===== config.mk =====
export PLATFORM = sky130hd
export DESIGN_NAME = cpli_eval
export DESIGN_NICKNAME = d
export VERILOG_FILES = /design/src/sv/cpli_pkg.sv /design/src/sv/cpli_eval.sv
export SDC_FILE = /design/constraint.sdc
export NUM_CORES = 2
export LEC_CHECK = 0
export ABC_AREA = 0
export BUFFER_PORTS_ARGS = -buffer_cell sky130_fd_sc_hd__buf_4
export CAP_MARGIN = 20
export CORE_ASPECT_RATIO = 1.1
export CORE_MARGIN = 2
export CORE_UTILIZATION = 45
export CTS_CLUSTER_SIZE = 8
export DETAILED_ROUTE_END_ITERATION = 7
export GPL_TIMING_DRIVEN = 0
export PLACE_DENSITY = 0.71
export REMOVE_ABC_BUFFERS = 1
export SLEW_MARGIN = 10
export SYNTH_ARGS = -nofsm -noshare
export SYNTH_HDL_FRONTEND = slang
export SYNTH_SLANG_ARGS = --single-unit

===== constraint.sdc =====
create_clock -name clk -period 19.38 [get_ports clk]
set_clock_uncertainty 0.1 [all_clocks]
set_input_delay 3.876 -clock clk [delete_from_list [all_inputs] [get_ports clk]]
set_output_delay 3.876 -clock clk [all_outputs]
set_load 0.005 [all_outputs]

===== src/sv/cpli_pkg.sv =====
// ----------------------------------------------------------------------------
// cpli_pkg
// Shared types, codes and helpers for the convex polygon / line intersect block.
// ----------------------------------------------------------------------------
package cpli_pkg;

    localparam int DEF_MAX_VERTICES = 1024;
    localparam int DEF_COORD_BITS   = 24;

    localparam int IN_COORD_W = 24;
    localparam int COEF_W     = 24;
    localparam int COEFC_W    = 48;
    localparam int OUT_IDX_W  = 10;
    localparam int IN_DATA_W  = 144;
    localparam int OUT_DATA_W = 48;

    localparam logic [1:0] OP_CLEAR  = 2'd0;
    localparam logic [1:0] OP_APPEND = 2'd1;
    localparam logic [1:0] OP_QUERY  = 2'd2;

    localparam logic [1:0] CONTACT_NONE  = 2'd0;
    localparam logic [1:0] CONTACT_CROSS = 2'd1;
    localparam logic [1:0] CONTACT_TOUCH = 2'd2;

    // width of a*x + b*y + c with the coefficients possibly negated
    function automatic int val_width(input int cb);
        int p;
        p = COEF_W + 1 + cb;
        return ((p > COEFC_W + 1) ? p : COEFC_W + 1) + 2;
    endfunction

    typedef struct packed {
        logic load;
        logic start;
    } ev_req_t;

    typedef enum logic [1:0] {
        EV_IDLE,
        EV_MX,
        EV_MY,
        EV_SUM
    } ev_state_t;

    typedef enum logic [4:0] {
        ST_IDLE,
        ST_EXT_INIT,
        ST_EXT_TEST,
        ST_EXT_DIV,
        ST_EXT_P1,
        ST_EXT_W1,
        ST_EXT_P2,
        ST_EXT_W2,
        ST_EXT_E0,
        ST_EXT_F0,
        ST_EXT_E1,
        ST_EXT_F1,
        ST_EXT_E2,
        ST_EXT_F2,
        ST_DECIDE,
        ST_CR_INIT,
        ST_CR_TEST,
        ST_CR_P,
        ST_CR_W,
        ST_CR_END,
        ST_TCH_P1,
        ST_TCH_W1,
        ST_TCH_P2,
        ST_TCH_W2,
        ST_FIN
    } ctrl_state_t;

endpackage


===== src/sv/cpli_eval.sv =====
// ----------------------------------------------------------------------------
// cpli_eval
// Line value unit: a*x + b*y + c over one shared multiplier.
// ----------------------------------------------------------------------------
module cpli_eval
    import cpli_pkg::*;
#(
    parameter int COORD_BITS = DEF_COORD_BITS
) (
    input  logic                                    clk,
    input  logic                                    rst_n,
    input  ev_req_t                                 req,
    input  logic signed [COEF_W-1:0]                coef_a,
    input  logic signed [COEF_W-1:0]                coef_b,
    input  logic signed [COEFC_W-1:0]               coef_c,
    input  logic [2*COORD_BITS-1:0]                 rdata,
    output logic                                    done,
    output logic signed [val_width(COORD_BITS)-1:0] value
);

    localparam int VAL_W  = val_width(COORD_BITS);
    localparam int PROD_W = COEF_W + 1 + COORD_BITS;

    ev_state_t state_reg, state_next;

    logic signed [COEF_W:0]      a_reg, b_reg;
    logic signed [COEFC_W:0]     c_reg;
    logic signed [PROD_W-1:0]    prod_reg;
    logic signed [VAL_W-1:0]     acc_reg, val_reg;
    logic signed [COORD_BITS-1:0] y_reg;
    logic                        done_reg;
    logic signed [COEF_W:0]      mul_a;
    logic signed [COORD_BITS-1:0] mul_b;
    logic signed [PROD_W-1:0]    mul_p;
    logic signed [COEF_W:0]      a_ext, b_ext;
    logic signed [COEFC_W:0]     c_ext;

    assign a_ext = (COEF_W + 1)'(coef_a);
    assign b_ext = (COEF_W + 1)'(coef_b);
    assign c_ext = (COEFC_W + 1)'(coef_c);

    always_comb
    begin
        state_next = state_reg;
        case (state_reg)
            EV_IDLE: if (req.start) state_next = EV_MX;
            EV_MX:   state_next = EV_MY;
            EV_MY:   state_next = EV_SUM;
            EV_SUM:  state_next = EV_IDLE;
            default: state_next = EV_IDLE;
        endcase
    end

    // y is taken from the read data captured with x
    always_comb
    begin
        mul_a = b_reg;
        mul_b = y_reg;
        if (state_reg == EV_MX)
        begin
            mul_a = a_reg;
            mul_b = signed'(rdata[COORD_BITS-1:0]);
        end
        mul_p = PROD_W'(mul_a) * PROD_W'(mul_b);
    end

    always_ff @(posedge clk or negedge rst_n)
    begin
        if (!rst_n)
        begin
            state_reg <= EV_IDLE;
            done_reg  <= 1'b0;
        end
        else
        begin
            state_reg <= state_next;
            done_reg  <= (state_reg == EV_SUM);
        end
    end

    always_ff @(posedge clk)
    begin
        // coefficients flip sign together when b is negative
        if (req.load)
        begin
            a_reg <= coef_b[COEF_W-1] ? -a_ext : a_ext;
            b_reg <= coef_b[COEF_W-1] ? -b_ext : b_ext;
            c_reg <= coef_b[COEF_W-1] ? -c_ext : c_ext;
        end
        case (state_reg)
            EV_MX:
            begin
                prod_reg <= mul_p;
                y_reg    <= signed'(rdata[2*COORD_BITS-1:COORD_BITS]);
            end
            EV_MY:
            begin
                acc_reg  <= VAL_W'(prod_reg) + VAL_W'(c_reg);
                prod_reg <= mul_p;
            end
            EV_SUM:
            begin
                val_reg <= acc_reg + VAL_W'(prod_reg);
            end
            default:
            begin
            end
        endcase
    end

    assign done  = done_reg;
    assign value = val_reg;

endmodule


# Word level (Yosys, flattened, before mapping)
# Cells that the tools add are included.
[word_totals] ff_bits=277 latch_bits=0 ramBits=0 rom_bits=0 input_bits=148 out_inout_bits=52 wordCells=29 n_memories=0
[classes] add_sub_neg=5 multipliers=1 div=0 order_cmp=0 n_eq_ne=4 shift=0 muxes=7 n_bitwise=0 reduce_logical=2
[op_table] op="51-bit by 49-bit adder with 51-bit output" count=1
[op_table] op="49-bit by 49-bit adder with 50-bit output" count=1
[op_table] op="25-bit 2-to-1 mux" count=2
[op_table] op="24-bit negator with 25-bit output" count=2
[op_table] op="25-bit by 24-bit multiplier with 49-bit output" count=1
[op_table] op="49-bit 2-to-1 mux" count=1
[op_table] op="48-bit negator with 49-bit output" count=1
[op_table] op="24-bit 2-to-1 mux" count=1
[op_table] op="23-bit 2-to-1 mux" count=1
[op_table] op="2-bit case mux with 4 select lines" count=1
[op_table] op="2-bit == test (second input constant)" count=2
[op_table] op="2-bit by 1-bit == test with 1-bit output (second input constant)" count=1
[op_table] op="2-bit logical NOT" count=1
[op_table] op="2-bit 2-to-1 mux" count=1
[op_table] op="2-bit inequality test (second input constant)" count=1
[op_table] op="2-bit OR reduction" count=1

# Longest topological paths before layout
[depth] ltp_word=3 ltp_mapped=32 mapped_depth_nobuf=29

# Worst setup path after synthesis
# Ideal clock, no wire load.
[synth_timing] path_type="input to register" startpoint="input rdata[1]" endpoint="register prod_reg[48], data pin" setup_ps=260 t_arrival_ps=10590 required_ps=19020 slack_ps=8431 cell_stages=23 n_path_buf=1 cell_sequence="mux2i_1 clkbuf_1 nor2_1 fa_1 fa_1 inv_1 fa_1 fa_1 fa_1 fa_1 fa_1 inv_1 ha_1 a21o_1 a21o_1 a21o_1 and2_1 a21oi_1 nor2b_1 nand2_1 a211oi_1 o21ai_0 xnor2_1"
[synth_via] elab_chain_cells=2
[synth_rtl] item="from (decl)" line="cpli_eval.sv:16" text="input logic [2*COORD_BITS-1:0] rdata,"
[synth_rtl] item="24-bit 2-to-1 mux" line="cpli_eval.sv:59" text="if (state_reg == EV_MX)"
[synth_rtl] item="25-bit by 24-bit multiplier with 49-bit output" line="cpli_eval.sv:64" text="mul_p = PROD_W'(mul_a) * PROD_W'(mul_b);"
[synth_rtl] item="net mul_p[48]" line="cpli_eval.sv:34" text="logic signed [PROD_W-1:0] mul_p;"
[synth_rtl] item="to (signal assigned)" line="cpli_eval.sv:93" text="prod_reg <= mul_p;"
[synth_rtl] item="to (signal assigned)" line="cpli_eval.sv:99" text="prod_reg <= mul_p;"
[synth_rtl] item="to (decl)" line="cpli_eval.sv:28" text="logic signed [PROD_W-1:0] prod_reg;"
# The timed path passes the listed nets, and every way through them passes these cells.
# A chain may end at the register's enable or synchronous reset.

# Final worst setup path
[layout_timing] startpoint="input rdata[23]" endpoint="register prod_reg[45], data pin"
# Same word-level chain as after synthesis.

==> metrics <==
via/cell ratio about 5.4; outcome completed; Std-Cell Rows between 100 and 150; DRC Markers 0; PortBufs between 150 and 200; largest fanout on the critical path 17; worst hold path type register to register; Final Cycle Share 57.7%; WL per Instance between 15 and 20 µm; Yosys warning total 0; # IOs 200; # Max-Cap Violations 0; Post-Syn Area 37,700 µm²; Async S/R FF share, synth around 1.1%; Cells after Synth around 3,800; # setup viols final 0; first-pass GRT wire length 154 mm; Seq/Total Area, Yosys around 22%; final slew viol count 0; Synth cell types 78; vias in the first global route ~29,000; dpl ws approximately 7700 ps; cts bufs inserted 41; Clock Path Buffers 3; Worst Path Arrival approximately 11,000 ps; H-tree depth 2; DPL Wire Length a little under 80 mm; most common cell after layout, fill and taps aside inv_1; Synth Register Bits around 280; CTS Root Cell clkbuf_16; number of synthesized flops with an enable pin about 270; Area Growth Syn to Fin 11.4%; WP data required ~20,000 ps; WS Path Type input pin to register; Die X between 200 and 300 µm; Area contributors post-synth fa_1, edfxtp_1, ha_1; Synth top area share 33.5%; post-cts sizing count 0; main flop type after synthesis edfxtp_1; CTS tree yes; Critical R2R Capture prod_reg[48]; Global Route Usage Sum between 20 and 25%; Final ANT Viol Nets 0; RSZ-0062 raised after global routing false; Reg clk slew, reported paths 50 ps; gpl congestion around 0.95; Reg2Reg Depth 27; DRT Pass-1 Iters 6; crit path launch type input pin; Die Y-Extent around 310 µm; reg-to-reg slack, setup approximately 9700 ps; share of cells above drive strength 1 10.0%; commonest non-fill, non-tap cells in the layout inv_1, fa_1, nand2_1, nor2_1, edfxtp_1; Critical Path Sink prod_reg[45]; Achievable Freq between 80 and 90 MHz; Hold Vio Cnt, Final 0; Post-CTS Setup Bufs 0; mean post-synth cell area 9.89 µm²; Total Neg Setup Slack 0 ps; initial antenna violation count 5; measured slew at the worst slew-check pin around 1100 ps; vias ~27,000; Worst-Skew Late Latency just under 600 ps; critical path endpoint category register; Synth area leader fa_1; clock period minus worst slack 11,180 ps; total gr overflow 0; Slew headroom between 20 and 30%; final worst setup slack about 8200 ps; Critical Path Start rdata[23]; CTS Sinks 276; max FFs per register just over 50; Initial Util between 40 and 50%; pin count of the biggest net entering global routing 99; DIE AREA about 86,000 µm²; r2r startpoint state_reg[1]; drt first-iter violations 1,700; Routed Wire Length about 96 mm; Core Box Area approximately 83,000 µm²; cts hold-fix bufs 0; post-layout net count around 5,000
how the worst min path moves through the flow:
| stage | slack (ps) | cells after the start | start | end |
|---|---|---|---|---|
| global route | 470 | 1 | acc_reg[0] | value[0] |
| CTS | 440 | 1 | acc_reg[0] | value[0] |
| floorplan | 410 | 1 | acc_reg[0] | value[0] |
| global placement | 420 | 1 | acc_reg[0] | value[0] |
| finish | 440 | 1 | acc_reg[0] | value[0] |
| detailed placement | 430 | 1 | acc_reg[0] | value[0] |
cells by family (layout without fill, tap and decap cells):
| group | Yosys count | in the layout | synth area share (%) |
|---|---|---|---|
| AO/OA/AOI/OAI | 504 | 504 | 8.65 |
| XOR/XNOR | 227 | 227 | 5.27 |
| adder cells (fa/ha/maj) | 874 | 874 | 41.5 |
| buffers and inverters | 840 | 1013 | 8.38 |
| flip-flops | 276 | 276 | 21.9 |
| multiplexers | 97 | 97 | 2.73 |
| other | 1 | 4 | 0.00994 |
| AND/OR/NAND/NOR | 994 | 994 | 11.5 |
critical path, cell delays in order:
cell and delay, ps:
buf_4 80, mux2_2 300, clkinv_1 650, nor2_1 340
fa_1 480, fa_1 520, fa_1 460, fa_1 570
fa_1 450, fa_1 490, inv_1 50, fa_1 470
inv_1 40, ha_1 350, a21o_1 200, a211oi_1 270
inv_1 100, nor4b_1 410, o21ai_0 310, o21a_1 310
nor3_1 330, o21ai_0 180, xor2_1 170
metal layers:
layer	wire length, µm	global-route usage, %
met3	8060	5.01
met2	44800	38.0
met4	4910	10.4
met1	38300	28.4
met5	21	0
through the flow:
step	area (µm²)	hold WS [ps]	std cells	util, %
final	42000	440	5062	50.5
after global routing	42000	469	5061	50.5
after CTS	42000	441	5058	50.5
after detailed placement	40800	430	4996	49.1
after global placement	40100	417	4963	48.2
after floorplan	37300	413	3691	-
layout make-up:
cell class	instances	area, µm²
multi-input combinational	2697	26500
tap	1073	1340
clock buffer	56	1080
fill	7410	41200
antenna	3	7.51
sequential	276	8270
timing repair buffer	233	2030
clock inverter	6	103
inverter	718	2700
cells in the mapped netlist (11+ instances only):
| master | instances |
|---|---|
| nand4_1 | 12 |
| mux2i_1 | 49 |
| or4_1 | 13 |
| inv_1 | 717 |
| ha_1 | 243 |
| o21ai_0 | 107 |
| or3_1 | 18 |
| xnor2_1 | 176 |
| nor2_1 | 362 |
| mux2_2 | 48 |
| o41ai_1 | 14 |
| nand3_1 | 32 |
| nand2_1 | 405 |
| o31ai_1 | 28 |
| xor2_1 | 51 |
| a21oi_1 | 146 |
| edfxtp_1 | 273 |
| o21a_1 | 11 |
| and3_1 | 15 |
| fa_1 | 631 |
| nand2b_1 | 29 |
| o21bai_1 | 17 |
| nor2b_1 | 20 |
| nor3_1 | 32 |
| a211oi_1 | 17 |
| clkbuf_1 | 111 |
| a21o_1 | 85 |
Power is left out: the tool's default activity adds up to more than one toggle a clock period on the data nets, which glitch-free logic cannot reach.
