File: config.mk
export PLATFORM = sky130hd
export DESIGN_NAME = cpli_ctrl
export DESIGN_NICKNAME = d
export VERILOG_FILES = /design/src/sv/cpli_pkg.sv /design/src/sv/cpli_ctrl.sv
export SDC_FILE = /design/constraint.sdc
export NUM_CORES = 2
export LEC_CHECK = 0
export BUFFER_PORTS_ARGS = -buffer_cell sky130_fd_sc_hd__buf_4
export CAP_MARGIN = 20
export CORE_MARGIN = 5
export CORE_UTILIZATION = 63
export DETAILED_ROUTE_END_ITERATION = 8
export GPL_TIMING_DRIVEN = 0
export PLACE_DENSITY = 0.82
export SKIP_CTS_REPAIR_TIMING = 1
export SKIP_LAST_GASP = 1
export SLEW_MARGIN = 30
export SYNTH_ARGS = -nofsm -noshare
export SYNTH_HDL_FRONTEND = slang
export SYNTH_SLANG_ARGS = --single-unit
File: constraint.sdc
create_clock -name clk -period 20 [get_ports clk]
set_input_delay 5 -clock clk [delete_from_list [all_inputs] [get_ports clk]]
set_output_delay 5 -clock clk [all_outputs]
set_load 0.05 [all_outputs]
File: src/sv/cpli_pkg.sv
// ----------------------------------------------------------------------------
// cpli_pkg
// Shared types, codes and helpers for the convex polygon / line intersect block.
// ----------------------------------------------------------------------------
package cpli_pkg;

    localparam int DEF_MAX_VERTICES = 1024;
    localparam int DEF_COORD_BITS   = 24;

    localparam int IN_COORD_W = 24;
    localparam int COEF_W     = 24;
    localparam int COEFC_W    = 48;
    localparam int OUT_IDX_W  = 10;
    localparam int IN_DATA_W  = 144;
    localparam int OUT_DATA_W = 48;

    localparam logic [1:0] OP_CLEAR  = 2'd0;
    localparam logic [1:0] OP_APPEND = 2'd1;
    localparam logic [1:0] OP_QUERY  = 2'd2;

    localparam logic [1:0] CONTACT_NONE  = 2'd0;
    localparam logic [1:0] CONTACT_CROSS = 2'd1;
    localparam logic [1:0] CONTACT_TOUCH = 2'd2;

    // width of a*x + b*y + c with the coefficients possibly negated
    function automatic int val_width(input int cb);
        int p;
        p = COEF_W + 1 + cb;
        return ((p > COEFC_W + 1) ? p : COEFC_W + 1) + 2;
    endfunction

    typedef struct packed {
        logic load;
        logic start;
    } ev_req_t;

    typedef enum logic [1:0] {
        EV_IDLE,
        EV_MX,
        EV_MY,
        EV_SUM
    } ev_state_t;

    typedef enum logic [4:0] {
        ST_IDLE,
        ST_EXT_INIT,
        ST_EXT_TEST,
        ST_EXT_DIV,
        ST_EXT_P1,
        ST_EXT_W1,
        ST_EXT_P2,
        ST_EXT_W2,
        ST_EXT_E0,
        ST_EXT_F0,
        ST_EXT_E1,
        ST_EXT_F1,
        ST_EXT_E2,
        ST_EXT_F2,
        ST_DECIDE,
        ST_CR_INIT,
        ST_CR_TEST,
        ST_CR_P,
        ST_CR_W,
        ST_CR_END,
        ST_TCH_P1,
        ST_TCH_W1,
        ST_TCH_P2,
        ST_TCH_W2,
        ST_FIN
    } ctrl_state_t;

endpackage

File: src/sv/cpli_ctrl.sv
// ----------------------------------------------------------------------------
// cpli_ctrl
// Sequencer: polygon loading, ternary extreme searches, binary crossing
// searches, touch checks and the result register.
// ----------------------------------------------------------------------------
module cpli_ctrl
    import cpli_pkg::*;
#(
    parameter int MAX_VERTICES = DEF_MAX_VERTICES,
    parameter int COORD_BITS   = DEF_COORD_BITS
) (
    input  logic                                    clk,
    input  logic                                    rst_n,
    input  logic                                    in_valid,
    output logic                                    in_ready,
    input  logic [1:0]                              op,
    input  logic signed [IN_COORD_W-1:0]            vx,
    input  logic signed [IN_COORD_W-1:0]            vy,
    output ev_req_t                                 ev_req,
    input  logic                                    ev_done,
    input  logic signed [val_width(COORD_BITS)-1:0] ev_value,
    output logic                                    ram_we,
    output logic [$clog2(MAX_VERTICES)-1:0]         ram_waddr,
    output logic [2*COORD_BITS-1:0]                 ram_wdata,
    output logic [$clog2(MAX_VERTICES)-1:0]         ram_raddr,
    output logic                                    out_valid,
    input  logic                                    out_ready,
    output logic [1:0]                              out_contact,
    output logic [2:0]                              out_count,
    output logic [OUT_IDX_W-1:0]                    out_idx0,
    output logic [OUT_IDX_W-1:0]                    out_idx1,
    output logic [OUT_IDX_W-1:0]                    out_idx2,
    output logic [OUT_IDX_W-1:0]                    out_idx3
);

    localparam int IDX_W = $clog2(MAX_VERTICES);
    localparam int CNT_W = $clog2(MAX_VERTICES + 1);
    localparam int EXT_W = CNT_W + 1;
    localparam int VAL_W = val_width(COORD_BITS);
    localparam int DIV_S = EXT_W + 1;
    localparam logic [EXT_W-1:0] DIV_M = EXT_W'(((2 ** DIV_S) + 2) / 3);

    ctrl_state_t state_reg, state_next;

    logic [CNT_W-1:0]             total_reg, total_next;
    logic [IDX_W-1:0]             left_reg, left_next, right_reg, right_next;
    logic signed [COORD_BITS-1:0] least_reg, least_next, great_reg, great_next;

    logic                    mx_reg, mx_next;
    logic [EXT_W-1:0]        s_reg, s_next, f_reg, f_next, q_reg, q_next;
    logic signed [VAL_W-1:0] va_reg, va_next, vb_reg, vb_next;
    logic [IDX_W-1:0]        imax_reg, imax_next, imin_reg, imin_next;
    logic signed [VAL_W-1:0] vmax_reg, vmax_next, vmin_reg, vmin_next;
    logic                    side_reg, side_next;
    logic [IDX_W-1:0]        ra0_reg, ra0_next, ra1_reg, ra1_next;
    logic [IDX_W-1:0]        rb0_reg, rb0_next, rb1_reg, rb1_next;
    logic                    twoa_reg, twoa_next, twob_reg, twob_next;
    logic [IDX_W-1:0]        te_reg, te_next;

    logic [1:0]       pc_reg, pc_next;
    logic [2:0]       pn_reg, pn_next;
    logic [IDX_W-1:0] p0_reg, p0_next, p1_reg, p1_next;
    logic [IDX_W-1:0] p2_reg, p2_next, p3_reg, p3_next;

    logic             ov_reg, ov_next;
    logic [1:0]       oc_reg;
    logic [2:0]       on_reg;
    logic [IDX_W-1:0] o0_reg, o1_reg, o2_reg, o3_reg;
    logic             out_load;

    logic                         accept;
    logic signed [COORD_BITS-1:0] x_c, y_c;
    logic                         room;
    logic [2*EXT_W-1:0]           div_prod;
    logic [EXT_W:0]               mid_sum;
    logic [EXT_W-1:0]             mid;
    logic [EXT_W-1:0]             ev_ext;
    logic [EXT_W-1:0]             n_ext;
    logic [IDX_W-1:0]             ev_idx;

    function automatic logic [IDX_W-1:0] wrap(input logic [EXT_W-1:0] v,
                                              input logic [EXT_W-1:0] n);
        logic [EXT_W-1:0] r;
        r = (v >= n) ? v - n : v;
        return r[IDX_W-1:0];
    endfunction

    function automatic logic opposite(input logic signed [VAL_W-1:0] p,
                                      input logic signed [VAL_W-1:0] q);
        return (p < 0 && q > 0) || (p > 0 && q < 0);
    endfunction

    function automatic logic better(input logic want_max,
                                    input logic signed [VAL_W-1:0] p,
                                    input logic signed [VAL_W-1:0] q);
        return want_max ? (p >= q) : (p <= q);
    endfunction

    assign accept   = in_valid && in_ready;
    assign x_c      = COORD_BITS'(vx);
    assign y_c      = COORD_BITS'(vy);
    assign room     = total_reg < CNT_W'(MAX_VERTICES);
    assign n_ext    = EXT_W'(total_reg);
    assign div_prod = (2*EXT_W)'(f_reg - s_reg) * (2*EXT_W)'(DIV_M);
    assign mid_sum  = (EXT_W + 1)'(s_reg) + (EXT_W + 1)'(f_reg);
    assign mid      = mid_sum[EXT_W:1];
    assign out_load = (state_reg == ST_FIN) && (!ov_reg || out_ready);

    // next state and sequencer registers
    always_comb
    begin
        state_next = state_reg;
        total_next = total_reg;
        left_next  = left_reg;
        right_next = right_reg;
        least_next = least_reg;
        great_next = great_reg;
        mx_next    = mx_reg;
        s_next     = s_reg;
        f_next     = f_reg;
        q_next     = q_reg;
        va_next    = va_reg;
        vb_next    = vb_reg;
        imax_next  = imax_reg;
        imin_next  = imin_reg;
        vmax_next  = vmax_reg;
        vmin_next  = vmin_reg;
        side_next  = side_reg;
        ra0_next   = ra0_reg;
        ra1_next   = ra1_reg;
        rb0_next   = rb0_reg;
        rb1_next   = rb1_reg;
        twoa_next  = twoa_reg;
        twob_next  = twob_reg;
        te_next    = te_reg;
        pc_next    = pc_reg;
        pn_next    = pn_reg;
        p0_next    = p0_reg;
        p1_next    = p1_reg;
        p2_next    = p2_reg;
        p3_next    = p3_reg;
        ov_next    = ov_reg;

        if (ov_reg && out_ready)
        begin
            ov_next = 1'b0;
        end

        case (state_reg)
            ST_IDLE:
            begin
                if (accept)
                begin
                    case (op)
                        OP_CLEAR:
                        begin
                            total_next = '0;
                            left_next  = '0;
                            right_next = '0;
                            least_next = '0;
                            great_next = '0;
                        end
                        OP_APPEND:
                        begin
                            if (room)
                            begin
                                if (total_reg == '0)
                                begin
                                    least_next = x_c;
                                    great_next = x_c;
                                    left_next  = '0;
                                    right_next = '0;
                                end
                                else
                                begin
                                    if (x_c > great_reg)
                                    begin
                                        great_next = x_c;
                                        right_next = total_reg[IDX_W-1:0];
                                    end
                                    if (x_c < least_reg)
                                    begin
                                        least_next = x_c;
                                        left_next  = total_reg[IDX_W-1:0];
                                    end
                                end
                                total_next = total_reg + 1'b1;
                            end
                        end
                        OP_QUERY:
                        begin
                            pc_next = CONTACT_NONE;
                            pn_next = '0;
                            p0_next = '0;
                            p1_next = '0;
                            p2_next = '0;
                            p3_next = '0;
                            mx_next = 1'b1;
                            if (total_reg == '0)
                            begin
                                state_next = ST_FIN;
                            end
                            else
                            begin
                                state_next = ST_EXT_INIT;
                            end
                        end
                        default:
                        begin
                        end
                    endcase
                end
            end
            ST_EXT_INIT:
            begin
                // max runs rightmost to leftmost, min leftmost to rightmost
                s_next = EXT_W'(mx_reg ? right_reg : left_reg);
                f_next = EXT_W'(mx_reg ? left_reg : right_reg);
                if ((mx_reg ? right_reg : left_reg) > (mx_reg ? left_reg : right_reg))
                begin
                    f_next = EXT_W'(mx_reg ? left_reg : right_reg) + n_ext;
                end
                state_next = ST_EXT_TEST;
            end
            ST_EXT_TEST:
            begin
                state_next = (f_reg - s_reg > EXT_W'(2)) ? ST_EXT_DIV : ST_EXT_E0;
            end
            ST_EXT_DIV:
            begin
                q_next     = EXT_W'(div_prod >> DIV_S);
                state_next = ST_EXT_P1;
            end
            ST_EXT_P1: state_next = ST_EXT_W1;
            ST_EXT_W1:
            begin
                if (ev_done)
                begin
                    va_next    = ev_value;
                    state_next = ST_EXT_P2;
                end
            end
            ST_EXT_P2: state_next = ST_EXT_W2;
            ST_EXT_W2:
            begin
                if (ev_done)
                begin
                    if (mx_reg ? (va_reg < ev_value) : (va_reg > ev_value))
                    begin
                        s_next = s_reg + q_reg;
                    end
                    else
                    begin
                        f_next = f_reg - q_reg;
                    end
                    state_next = ST_EXT_TEST;
                end
            end
            ST_EXT_E0: state_next = ST_EXT_F0;
            ST_EXT_F0:
            begin
                if (ev_done)
                begin
                    va_next    = ev_value;
                    state_next = ST_EXT_E1;
                end
            end
            ST_EXT_E1: state_next = ST_EXT_F1;
            ST_EXT_F1:
            begin
                if (ev_done)
                begin
                    vb_next    = ev_value;
                    state_next = ST_EXT_E2;
                end
            end
            ST_EXT_E2: state_next = ST_EXT_F2;
            ST_EXT_F2:
            begin
                if (ev_done)
                begin
                    logic [IDX_W-1:0]        ci;
                    logic signed [VAL_W-1:0] cv;
                    if (better(mx_reg, va_reg, vb_reg))
                    begin
                        if (better(mx_reg, va_reg, ev_value))
                        begin
                            ci = wrap(s_reg, n_ext);
                            cv = va_reg;
                        end
                        else
                        begin
                            ci = wrap(f_reg, n_ext);
                            cv = ev_value;
                        end
                    end
                    else if (better(mx_reg, vb_reg, ev_value))
                    begin
                        ci = wrap(s_reg + 1'b1, n_ext);
                        cv = vb_reg;
                    end
                    else
                    begin
                        ci = wrap(f_reg, n_ext);
                        cv = ev_value;
                    end
                    if (mx_reg)
                    begin
                        imax_next  = ci;
                        vmax_next  = cv;
                        mx_next    = 1'b0;
                        state_next = ST_EXT_INIT;
                    end
                    else
                    begin
                        imin_next  = ci;
                        vmin_next  = cv;
                        state_next = ST_DECIDE;
                    end
                end
            end
            ST_DECIDE:
            begin
                if (opposite(vmax_reg, vmin_reg))
                begin
                    side_next  = 1'b0;
                    state_next = ST_CR_INIT;
                end
                else if (vmax_reg == '0)
                begin
                    te_next    = imax_reg;
                    state_next = ST_TCH_P1;
                end
                else if (vmin_reg == '0)
                begin
                    te_next    = imin_reg;
                    state_next = ST_TCH_P1;
                end
                else
                begin
                    state_next = ST_FIN;
                end
            end
            ST_CR_INIT:
            begin
                // end values are the extremes already known
                s_next  = EXT_W'(side_reg ? imin_reg : imax_reg);
                f_next  = EXT_W'(side_reg ? imax_reg : imin_reg);
                va_next = side_reg ? vmin_reg : vmax_reg;
                vb_next = side_reg ? vmax_reg : vmin_reg;
                if ((side_reg ? imin_reg : imax_reg) > (side_reg ? imax_reg : imin_reg))
                begin
                    f_next = EXT_W'(side_reg ? imax_reg : imin_reg) + n_ext;
                end
                state_next = ST_CR_TEST;
            end
            ST_CR_TEST:
            begin
                if (f_reg - s_reg > EXT_W'(1))
                begin
                    state_next = ST_CR_P;
                end
                else
                begin
                    if (side_reg)
                    begin
                        rb0_next  = wrap(s_reg, n_ext);
                        rb1_next  = wrap(f_reg, n_ext);
                        twob_next = 1'b1;
                    end
                    else
                    begin
                        ra0_next  = wrap(s_reg, n_ext);
                        ra1_next  = wrap(f_reg, n_ext);
                        twoa_next = 1'b1;
                    end
                    state_next = ST_CR_END;
                end
            end
            ST_CR_P: state_next = ST_CR_W;
            ST_CR_W:
            begin
                if (ev_done)
                begin
                    if (opposite(ev_value, va_reg))
                    begin
                        f_next     = mid;
                        vb_next    = ev_value;
                        state_next = ST_CR_TEST;
                    end
                    else if (opposite(ev_value, vb_reg))
                    begin
                        s_next     = mid;
                        va_next    = ev_value;
                        state_next = ST_CR_TEST;
                    end
                    else
                    begin
                        // probe vertex lies on the line
                        if (side_reg)
                        begin
                            rb0_next  = wrap(mid, n_ext);
                            twob_next = 1'b0;
                        end
                        else
                        begin
                            ra0_next  = wrap(mid, n_ext);
                            twoa_next = 1'b0;
                        end
                        state_next = ST_CR_END;
                    end
                end
            end
            ST_CR_END:
            begin
                if (!side_reg)
                begin
                    side_next  = 1'b1;
                    state_next = ST_CR_INIT;
                end
                else
                begin
                    logic             swap, t1, t2;
                    logic [IDX_W-1:0] l10, l11, l20, l21;
                    swap = !twoa_reg && twob_reg;
                    t1   = swap ? twob_reg : twoa_reg;
                    t2   = swap ? twoa_reg : twob_reg;
                    l10  = swap ? rb0_reg : ra0_reg;
                    l11  = swap ? rb1_reg : ra1_reg;
                    l20  = swap ? ra0_reg : rb0_reg;
                    l21  = swap ? ra1_reg : rb1_reg;
                    pc_next = CONTACT_CROSS;
                    pn_next = 3'd2 + 3'(t1) + 3'(t2);
                    p0_next = l10;
                    if (t1)
                    begin
                        p1_next = l11;
                        p2_next = l20;
                        p3_next = t2 ? l21 : '0;
                    end
                    else
                    begin
                        p1_next = l20;
                        p2_next = t2 ? l21 : '0;
                        p3_next = '0;
                    end
                    state_next = ST_FIN;
                end
            end
            ST_TCH_P1: state_next = ST_TCH_W1;
            ST_TCH_W1:
            begin
                if (ev_done)
                begin
                    pc_next = CONTACT_TOUCH;
                    p0_next = te_reg;
                    if (ev_value == '0)
                    begin
                        pn_next    = 3'd2;
                        p1_next    = wrap(EXT_W'(te_reg) + 1'b1, n_ext);
                        state_next = ST_FIN;
                    end
                    else
                    begin
                        pn_next    = 3'd1;
                        state_next = ST_TCH_P2;
                    end
                end
            end
            ST_TCH_P2: state_next = ST_TCH_W2;
            ST_TCH_W2:
            begin
                if (ev_done)
                begin
                    if (ev_value == '0)
                    begin
                        pn_next = 3'd2;
                        p1_next = wrap(EXT_W'(te_reg) + n_ext - 1'b1, n_ext);
                    end
                    state_next = ST_FIN;
                end
            end
            ST_FIN:
            begin
                if (out_load)
                begin
                    ov_next    = 1'b1;
                    state_next = ST_IDLE;
                end
            end
            default: state_next = ST_IDLE;
        endcase
    end

    // outputs of the sequencer
    always_comb
    begin
        in_ready     = (state_reg == ST_IDLE);
        ev_req.load  = accept && (op == OP_QUERY);
        ev_req.start = 1'b0;
        ev_ext       = s_reg;
        case (state_reg)
            ST_EXT_P1:
            begin
                ev_req.start = 1'b1;
                ev_ext       = s_reg + q_reg;
            end
            ST_EXT_P2:
            begin
                ev_req.start = 1'b1;
                ev_ext       = f_reg - q_reg;
            end
            ST_EXT_E0:
            begin
                ev_req.start = 1'b1;
                ev_ext       = s_reg;
            end
            ST_EXT_E1:
            begin
                ev_req.start = 1'b1;
                ev_ext       = s_reg + 1'b1;
            end
            ST_EXT_E2:
            begin
                ev_req.start = 1'b1;
                ev_ext       = f_reg;
            end
            ST_CR_P:
            begin
                ev_req.start = 1'b1;
                ev_ext       = mid;
            end
            ST_TCH_P1:
            begin
                ev_req.start = 1'b1;
                ev_ext       = EXT_W'(te_reg) + 1'b1;
            end
            ST_TCH_P2:
            begin
                ev_req.start = 1'b1;
                ev_ext       = EXT_W'(te_reg) + n_ext - 1'b1;
            end
            default:
            begin
            end
        endcase
        ev_idx    = wrap(ev_ext, n_ext);
        ram_raddr = ev_idx;
        ram_we    = accept && (op == OP_APPEND) && room;
        ram_waddr = total_reg[IDX_W-1:0];
        ram_wdata = {y_c, x_c};
    end

    always_ff @(posedge clk or negedge rst_n)
    begin
        if (!rst_n)
        begin
            state_reg <= ST_IDLE;
            total_reg <= '0;
            left_reg  <= '0;
            right_reg <= '0;
            least_reg <= '0;
            great_reg <= '0;
            ov_reg    <= 1'b0;
        end
        else
        begin
            state_reg <= state_next;
            total_reg <= total_next;
            left_reg  <= left_next;
            right_reg <= right_next;
            least_reg <= least_next;
            great_reg <= great_next;
            ov_reg    <= ov_next;
        end
    end

    always_ff @(posedge clk)
    begin
        mx_reg   <= mx_next;
        s_reg    <= s_next;
        f_reg    <= f_next;
        q_reg    <= q_next;
        va_reg   <= va_next;
        vb_reg   <= vb_next;
        imax_reg <= imax_next;
        imin_reg <= imin_next;
        vmax_reg <= vmax_next;
        vmin_reg <= vmin_next;
        side_reg <= side_next;
        ra0_reg  <= ra0_next;
        ra1_reg  <= ra1_next;
        rb0_reg  <= rb0_next;
        rb1_reg  <= rb1_next;
        twoa_reg <= twoa_next;
        twob_reg <= twob_next;
        te_reg   <= te_next;
        pc_reg   <= pc_next;
        pn_reg   <= pn_next;
        p0_reg   <= p0_next;
        p1_reg   <= p1_next;
        p2_reg   <= p2_next;
        p3_reg   <= p3_next;
        if (out_load)
        begin
            oc_reg <= pc_reg;
            on_reg <= pn_reg;
            o0_reg <= p0_reg;
            o1_reg <= p1_reg;
            o2_reg <= p2_reg;
            o3_reg <= p3_reg;
        end
    end

    assign out_valid   = ov_reg;
    assign out_contact = oc_reg;
    assign out_count   = on_reg;
    assign out_idx0    = OUT_IDX_W'(o0_reg);
    assign out_idx1    = OUT_IDX_W'(o1_reg);
    assign out_idx2    = OUT_IDX_W'(o2_reg);
    assign out_idx3    = OUT_IDX_W'(o3_reg);

endmodule

After elaboration in Yosys (flattened, before gate mapping):

Index checks and enable logic that the tools add are counted.

* input port bits: 106
* flip-flop bits (word level): 488
* logic and storage cells: 378
* output and inout bits: 118

* bitwise gates (word level): 4
* add/sub/neg operators: 21
* multiply operators: 1
* equal/unequal tests: 56
* muxes and demuxes: 168
* magnitude comparators: 32
* reduce and logical (&&, ||, !) cells: 59

Operators by type and width (number)
* 10-bit 2-to-1 mux: 57
* 51-bit 2-to-1 mux: 11
* 51-bit one-hot mux with 3 select lines: 2
* 51-bit by 1-bit greater-than comparator with 1-bit output, second input constant: 5
* 51-bit by 1-bit < comparator with 1-bit output, second input constant: 5
* 51-bit >= comparator: 3
* 51-bit less-or-equal comparator: 3
* 51-bit logical NOT: 3
* 24-bit 2-to-1 mux: 6
* 12-bit 2-to-1 mux: 11
* 5-bit one-hot mux with 25 select lines: 1
* 10-bit one-hot mux with 2 select lines: 6
* 12-bit one-hot mux with 4 select lines: 2
* 24-bit one-hot mux with 2 select lines: 2
* 12-bit one-hot mux with 7 select lines: 1
* 12-bit by 11-bit >= comparator with 1-bit output: 6
* 5-bit 2-to-1 mux: 14
* 10-bit subtractor: 7
* 51-bit greater-than comparator: 1
* 51-bit < comparator: 1
* 2-bit != test, second input constant: 25
* 5-bit equality test, second input constant: 9
* 5-bit by 4-bit equality test with 1-bit output, second input constant: 8
* 10-bit one-hot mux with 4 select lines: 1
* other kinds (57): 151

Logic depth before layout (Yosys ltp):

* depth in word-level cells: 8
* mapped depth: 28
* gate-level depth less buffers: 28

Worst setup path before layout:

OpenSTA, ideal clock, no wires.

* path type: input port to output port
* start: in op[0]
* end: out ram_we
* slack: 8.404 ns
* arrival: 6.596 ns
* stages: 3
* data required time: 15.000 ns
* cell sequence: clkbuf_1 > nand2b_1 > nor3_1

* cells in the longest elaborated chain, start to end: 3

Ends and longest elaborated chain
* start, declared: line cpli_ctrl.sv:16 `input logic [1:0] op,`
* 2-bit by 1-bit equality test with 1-bit output: line cpli_ctrl.sv:549 `ram_we = accept && (op == OP_APPEND) && room;`
* 1-bit logical AND (2 in series): line cpli_ctrl.sv:549
* end, declared: line cpli_ctrl.sv:22 `output logic ram_we,`

Every way passes these cells.

Final worst setup path:

* start: reg total_reg[1]
* end: out ram_raddr[6]

* cells in the longest elaborated chain, start to end: 5
* elaborated cells on any way between the ends: 6
* classes of those cells: 3 x add/sub; 1 x order compare; 2 x mux

Ends and longest elaborated chain
* start, declared: line cpli_ctrl.sv:45 `logic [CNT_W-1:0] total_reg, total_next;`
* start signal, assigned: line cpli_ctrl.sv:569 `total_reg <= total_next;`
* 10-bit by 11-bit adder with 12-bit output: line cpli_ctrl.sv:541 `ev_ext = EXT_W'(te_reg) + n_ext - 1'b1;`
* 12-bit by 1-bit subtractor with 12-bit output: line cpli_ctrl.sv:541
* 12-bit one-hot mux with 7 select lines: line cpli_ctrl.sv:502 `case (state_reg)`
* 10-bit subtractor or 12-bit by 11-bit >= comparator with 1-bit output (tied branches): line cpli_ctrl.sv:84 `r = (v >= n) ? v - n : v;`
* 10-bit 2-to-1 mux *: line cpli_ctrl.sv:84
* end, declared: line cpli_ctrl.sv:25 `output logic [$clog2(MAX_VERTICES)-1:0] ram_raddr,`

Mark *: on every way between the ends. The rest lies on a longest branch, timed or not.

==> impl_metrics.toml <==
[worst_setup_path]
cp.required_ns = 15.00
max_stage_delay_ns = 0.99
path_delay_family = "compound AO/OA/AOI/OAI gates"
rr_endpoint = "q_reg[10]"
reg2regPathDepth = 27
r2r_start = "s_reg[2]"
reg2reg_slack_ns = 12.24
worstPathCellList = "inv_2 > ha_1 > inv_1 > ha_1 > fa_1 > a211oi_1 > o21bai_1 > a2111oi_0 > nor2_1 > xor2_1 > a221oi_1 > a32oi_1 > ha_1 > o21a_1 > nor2_1 > a21oi_1 > nor2_1 > nand2_1 > o32ai_4 > mux2_2 > buf_4"
cp_max_fo = 16
critPathKind = "reg2out"
worstPathArrival_ns = 7.56
setup.worst_path.end_class = "output pin"
critPathLaunchType = "register"
crit_buf_inv = 3
crit_slowest_cell = "dfrtp_1"

[sta]
rsz0062_at_grt = "false"
slew_headroom_pct = 27.3
hold_violations = 0
tns_ns = 0
clock_skew_ns = 0.0417
fmax_mhz = 79.6
finalSetupViolations = 0
timing.hold.ws_ns = 0.412
tightest_slew_ns = 1.09
fin_crit_sh_pct = 62.8
slew_violations = 0
period_needed_ns = 12.56

[status]
status = "completed"

[placed_design]
place_hpwl_um = 104000
dp_cells = 5001
io_buffers = 198
gp_congestion = 1.07

[floorplanning]
ios = 224
die-area_mm2 = 0.0673
die_h_um = 259
initial_core_util_pct = 63.6
std_cell_rows = 91
die_w_um = 259
core_area_mm2 = 0.0616

[final_layout]
fin_util_pct = 71.1
final_nets = 4855
final_common_cell = "ha_1"
drive_gt1_share_pct = 13.1
syn2layout_area_growth_pct = 11.9
final_cells = 5101
most-common-layout-cells = "462 x ha_1, 417 x inv_1, 403 x edfxtp_1"

[cts]
clkSinkCount = 488
cts.path.max_buffers = 3
clk_transition_reported_paths_ns = 0.07
htree_levels = 2
cts_buffers = 53
clock_latency_ns = 0.64
cts_root_buf = "clkbuf_16"
cts_tree = "yes"

[global_routing]
grt_pass1_vias = 32500
antenna_found_initial = 3
grt_max_degree = 86
grt_usage_pct = 37.7
grt_pass1_wl_um = 195000
grt_overflow_total = 0

[synth]
syn_area_mm2 = 0.0392
syn_area_per_cell_um2 = 9.91
synth-edff-count = 403
syn-num-nets = 4588
synthArstFlopShare_pct = 17.4
seq_area_frac_synth_pct = 36.3
ys_ff_latch = 488
synth_flop_cell = "edfxtp_1"
yosysWarnings = 0
synthCells = 3952
ys_types = 86

[hold_path]
whs_path_depth = 0
min_to = "out_idx3[7]"
min_path_type = "reg2reg"
hold_path_startpoint = "p3_reg[7]"

[detailed_routing]
routed_via_density = 6.63
drc_errors = 0
drt_iter0_drc = 4053
postRouteWirelength_um = 131000
vias = 33800
ant_nets = 0
wl_per_cell_um = 25.8
drt_first_pass_iters = 8

[flow_run]
cap_violations = 0
cells by family after synthesis:
| logic type | after synthesis | synth area share (%) |
|---|---|---|
| buffers and inverters | 618 | 6.63 |
| XOR/XNOR | 157 | 3.51 |
| adder cells (fa/ha/maj) | 530 | 18.2 |
| AO/OA/AOI/OAI | 902 | 15.0 |
| flip-flops | 488 | 36.3 |
| AND/OR/NAND/NOR | 976 | 12.4 |
| multiplexers | 281 | 7.84 |
per-layer routing:
layer  GRT usage [%]  up-vias  share of wire, %
met4            17.2        2               5.9
met3            10.2      463                12
met1            49.5    16100                38
met2            58.9     2138                44
li1                -    15100                 -
met5               0        -            0.0099
area by class of cell:
cell class                      instances  area, um^2
Multi-Input combinational cell       2846       22500
Clock buffer                           62        1390
Sequential cell                       488       14200
Inverter                              421        1580
Antenna cell                            2        5.00
Buffer                                197        1020
Fill cell                            4676       17800
Clock inverter                         36         313
Tap cell                              837        1050
Timing Repair Buffer                  212        1750
Yosys cell counts (9+ instances only):
cell type	count	area, um^2
mux4_2	10	225
a31oi_1	30	188
buf_4	63	473
or2_2	16	100
a21o_1	76	571
nand2_1	175	657
nor2_1	246	923
a22oi_1	27	203
o22ai_1	20	125
and2_1	43	269
xnor2_1	98	858
o21bai_1	15	113
o31ai_1	11	82.6
clkbuf_1	97	364
o2111ai_1	9	78.8
xor2_1	59	517
inv_1	418	1570
and4_1	10	87.6
nand4_1	72	450
a221o_1	15	150
nor2b_1	55	344
dfrtp_1	85	2130
o21a_1	28	210
fa_1	68	1360
buf_1	13	48.8
a21oi_1	297	1490
nand2b_1	22	138
or3_1	17	106
nor3_1	125	626
ha_1	462	5780
a211oi_1	50	375
a22o_1	11	96.3
mux2i_1	167	1670
edfxtp_1	403	12100
nor4_1	77	482
o211ai_1	16	120
mux2_2	103	1160
a222oi_1	11	110
and3_1	14	87.6
a221oi_1	61	534
o21ai_0	143	716
nand3_1	79	395
buf_2	22	110
worst max-delay path by stage:
stage	start	end	slack, ns	depth (start not counted)
floorplan	op[0]	ram_we	8.40	3
global placement	total_reg[1]	ram_raddr[6]	7.77	19
detailed placement	total_reg[1]	ram_raddr[6]	7.97	21
CTS	total_reg[1]	ram_raddr[6]	7.27	21
global route	total_reg[1]	ram_raddr[6]	7.16	21
finish	total_reg[1]	ram_raddr[6]	7.44	21
stage by stage:
stage | setup WS (ns) | cell area [um^2]
finish | 7.44 | 43800
global route | 7.16 | 43800
CTS | 7.27 | 43800
detailed placement | 7.97 | 42100
global placement | 7.77 | 41700
floorplan | 8.40 | 39200
Power is left out: the tool's default activity adds up to more than one toggle a clock period on the data nets, which glitch-free logic cannot reach.
